==> src/rtl/dts_ram.sv <==
`timescale 1ns / 1ps
// ----------------------------------------------------------------------------
// dts_ram: generic simple dual-port RAM
// One write port and one read port; the read data is registered.
// ----------------------------------------------------------------------------
module dts_ram #(
    parameter int WIDTH = 8,
    parameter int DEPTH = 64
) (
    input  logic                                         i_clk,
    input  logic                                         i_we,
    input  logic [((DEPTH > 1) ? $clog2(DEPTH) : 1)-1:0] i_waddr,
    input  logic [WIDTH-1:0]                             i_wdata,
    input  logic [((DEPTH > 1) ? $clog2(DEPTH) : 1)-1:0] i_raddr,
    output logic [WIDTH-1:0]                             o_rdata
);

    logic [WIDTH-1:0] r_mem [DEPTH];

    // Old data is read on a same-address write; read data registered.
    always_ff @(posedge i_clk) begin
        if (i_we) begin
            r_mem[i_waddr] <= i_wdata;
        end
        o_rdata <= r_mem[i_raddr];
    end

endmodule

==> config.mk <==
export PLATFORM = sky130hd
export DESIGN_NAME = dts_ram
export DESIGN_NICKNAME = d
export VERILOG_FILES = /design/src/rtl/dts_ram.sv
export SDC_FILE = /design/constraint.sdc
export NUM_CORES = 1
export LEC_CHECK = 0
export BUFFER_PORTS_ARGS = -buffer_cell sky130_fd_sc_hd__buf_4
export CAP_MARGIN = 20
export CORE_ASPECT_RATIO = 2
export CORE_MARGIN = 3
export CORE_UTILIZATION = 50
export CTS_CLUSTER_DIAMETER = 150
export DETAILED_ROUTE_END_ITERATION = 8
export PLACE_DENSITY = 0.68
export SLEW_MARGIN = 20
export SYNTH_ARGS = -nofsm -noshare
export SYNTH_HDL_FRONTEND = slang
export SYNTH_SLANG_ARGS = --single-unit
==> constraint.sdc <==
create_clock -name i_clk -period 1.87 [get_ports i_clk]
set_clock_uncertainty 0.1 [all_clocks]
set_input_delay 0.2805 -clock i_clk [delete_from_list [all_inputs] [get_ports i_clk]]
set_output_delay 0.2805 -clock i_clk [all_outputs]
set_load 0.02 [all_outputs]
## Word level (Yosys, flattened, before mapping)

Memories as Yosys holds them, arrays and structs flattened. A register that Yosys moved wholly into a read port is not among the register bits.
Cells that the tools add are included.

| word-level totals | value |
|---|---|
| register bits | 0 |
| latch bits | 0 |
| RAM bits | 512 |
| memory bits (read-only) | 0 |
| input bits | 22 |
| output and inout port bits | 8 |
| word-level logic and storage cells | 3 |
| memories kept | 1 |

| cells by class | value |
|---|---|
| add/sub/neg operators | 0 |
| multiply operators | 0 |
| divide/modulo/power cells | 0 |
| order comparisons | 0 |
| equality and inequality tests | 0 |
| shifts and indexed selects | 0 |
| muxes and demuxes | 2 |
| bitwise logic cells | 0 |
| reduce and logical (&&, ||, !) cells | 0 |

Memory list:

| memory | words | width | read ports | clocked after memory_dff | wr ports | RTL line | source |
|---|---|---|---|---|---|---|---|
| r_mem | 64 | 8 | 1 | 1 | 1 | 18 | `logic [WIDTH-1:0] r_mem [DEPTH];` |

Operator list:

| cell | number |
|---|---|
| $mux W1 | 2 |

## Logic depth before layout (Yosys ltp)

| logic depth | value |
|---|---|
| depth in word-level cells | 2 |
| mapped depth | 9 |
| gate-level depth less buffers | 5 |

## Least setup slack after synthesis

No wires, ideal clock.

| path | value |
|---|---|
| path kind | input port to flip-flop |
| from | input port i_raddr[1] in the netlist's numbering |
| to | register o_rdata[3] (read register of r_mem) |
| arrival | 1820 ps |
| path slack | -178 ps |
| cell stages on the path | 7 |
| path buffers | 3 |
| cell sequence | buf_4 buf_2 buf_2 mux4_2 mux4_2 o21ai_1 o41ai_1 |

RTL lines:

| what | RTL line | source |
|---|---|---|
| from (decl) | 14 | `input logic [((DEPTH > 1) ? $clog2(DEPTH) : 1)-1:0] i_raddr,` |
| to (decl) | 15 | `output logic [WIDTH-1:0] o_rdata` |

==> impl_metrics.yaml <==
status:
  status: "finished, violations left"
  violations: "setup timing"
cts:
  postCtsHoldBufs: 0
  cts_root_buffer: "clkbuf_16"
  cts_max_path_buffers: 3
  htree_levels: 2
  cts_num_sinks: 520
  numCtsBuffers: 42
  post_cts_buffers: 0
  cts_tree: "yes"
  insertion_delay_ps: 560
  clk_pin_slew_ps: 70
placement:
  port_buffers: 29
  pre_cts_slack_ps: -694
  numPlacedInstances: 1600
  gp_congestion: 0.920
  hpwl_um: 31700
power:
  power_mw: 23.2
  ir_worst_vdd_uv: 606
  power.leakage_nw: 7.67
  power.density_nw_per_um2: 983
detailed_routing:
  drc_errors: 0
  vias_per_cell: 5.98
  drt_wl_total_um: 47300
  num_vias: 10000
  first_pass_iters: 5
  wire_per_inst_um: 28.3
  drtIter0Drc: 970
  drt.antenna.violating_nets: 0
synth:
  yosys.area_share.simple: 0.0339
  ys_seq_area_frac: 0.770
  synth_xor_area_frac: 0
  ys_warn_count: 0
  synth_top_family_by_area: "multiplexers"
  synthDistinctLibCells: 40
  yosysTopAreaCell: "edfxtp_1"
  synth_fa_ha_area_frac: 0
  synth-compound-area-share: 0.0207
  postSynthAreaPerCell_um2: 21.5
  netlist_top_cells_area: "edfxtp_1 (76%), mux4_2 (14%), nor2_1 (1.5%)"
  synth_top_area_share: 0.762
  syn_nets: 962
  synthesis.area_um2: 20200
  muxShareOfSynthArea: 0.159
  synthCells: 940
  ys_ff_latch: 520
timing:
  setup_ws_ps: -65.5
  fin_crit_ps: 1940
  rsz0062_at_grt: "true"
  finalCritPeriodShare: 1.04
  max_slew.worst_pin.slew_ps: 733
  finalSetupViolCount: 5
  max_freq_mhz: 517
  slew_headroom: 0.511
  drv_slew: 0
  finalHoldViolCount: 0
floorplan:
  core-area_um2: 39700
  fp.dieH_um: 290
  fp.dieW_um: 148
  rows: 103
  io_pins: 30
  die_area_um2: 42900
  start_util: 0.508
setup_path:
  startpoint_type: "flop"
  cp_max_fo: 1
  crit_slowest_cell: "mux4_2"
  slowest_delay_ps: 480
  crit_chain: "mux4_2 > mux2_2 > a221oi_4 > o2bb2ai_1"
  path_buf_inv: 0
  arrival_ps: 2270
  crit_type: "flop to flop"
  cp_top_family: "multiplexers"
  end_kind: "flop"
  crit_required_ps: 2200
final_layout:
  drive_gt1_frac: 0.351
  fin_cells: 1674
  layout.nets: 1141
  multi_input_area_um2: 4460
  fillers: 2915
  final_cell_mix: "edfxtp_1 (512), buf_4 (168), mux4_2 (126)"
  n_antenna_cell: 0
  final_common_cell: "edfxtp_1"
  seq_area_um2: 15500
  area_delta_synth_final_pct: 17.2
grt:
  grt_pass1_wl_um: 70800
  grtUsageTotal: 0.226
  grt-ovfl-total: 0
  grt_pass1_vias: 10700
  grt_max_degree: 65
  antenna_found_initial: 0
run:
  maxCapViolCount: 0
hold_path:
  hp-class: "input pin to flop"
-- metrics by stage --
stage	setup TNS (ps)	hold WS, ps	cell area (um^2)	utilization
2_1_floorplan	-292	279	20200	-
3_3_place_gp	-4670	599	22200	0.558
3_5_place_dp	-4710	602	22200	0.558
4_1_cts	-167	19.2	23600	0.595
5_1_grt	-423	44.9	23600	0.595
6_report	-147	39.1	23600	0.595
-- kinds of logic after synthesis --
| logic type | Yosys count |
|---|---|
| simple gates | 153 |
| buf+inv | 51 |
| mux | 162 |
| flops | 520 |
| compound gates | 54 |
-- repair_timing --
action,CTS,global route
resized for setup,18,8
setup endpoints to repair,7,8
pin swaps,4,1
-- routing by layer --
layer	track usage	vias up	wire, um
met3	0.0261	119	2380
met4	0.108	0	2470
met1	0.261	5244	15800
met5	0	-	0
li1	-	4274	-
met2	0.415	375	26600
-- registers in the layout (all words and copies together) (netlist names) --
register and cells:
r_mem 512, o_rdata 8
-- worst register-to-register path, cell delays in order (launching register included) --
cell and delay [ps]:
edfxtp_1 370, mux4_2 480, mux2_2 310, a221oi_4 440, o2bb2ai_1 120
-- Yosys cell counts --
library cell	n
mux2_2	13
o41ai_1	2
o21ai_0	2
o22ai_1	8
a31oi_1	1
o21a_1	2
a221oi_1	6
nor4_1	2
nor3_1	7
nand4b_1	1
nand3b_1	3
a2111oi_0	2
o21ai_1	2
a211oi_1	4
clkbuf_1	17
o2bb2ai_1	3
nand3_1	13
buf_12	2
o311ai_1	1
o221a_2	2
nor2b_1	14
or3_1	1
nand2_1	19
o221ai_1	8
buf_1	4
a21oi_1	3
nand2b_1	7
a22oi_1	3
o32ai_1	2
mux4_2	126
dfxtp_1	8
edfxtp_1	512
mux2i_1	23
o2111ai_1	3
nor2_1	83
buf_4	13
buf_2	11
nand4_1	2
buf_6	4
and2_1	1
-- path summary, 6_finish.rpt --
kind / cells past startpoint / startpoint / end / slack, ps
worst min-delay path: 1 / i_wdata[5] / r_mem[50][5]$_DFFE_PP_ / 40
worst min register to register: 4 / r_mem[18][1]$_DFFE_PP_ / o_rdata[1]$_DFF_P_ / 820
worst max-delay path: 4 / r_mem[47][1]$_DFFE_PP_ / o_rdata[1]$_DFF_P_ / -70
worst max register to register: 4 / r_mem[47][1]$_DFFE_PP_ / o_rdata[1]$_DFF_P_ / -70
-- area by class of cell --
cell class,instances,area share
sequential,520,0.657
multi-input combinational,369,0.189
timing repair buffer,186,0.0687
clock buffer,54,0.0491
tap,525,0.0278
clock inverter,20,0.00842
-- power by group --
part	internal, mW	total, mW	leakage [nW]	switching [mW]
logic	0.628	1.46	2.33	0.837
registers	12.9	12.9	4.67	0.0337
clock network	4.94	8.85	0.668	3.91
No activity file was read; power rests on OpenSTA's default activity.
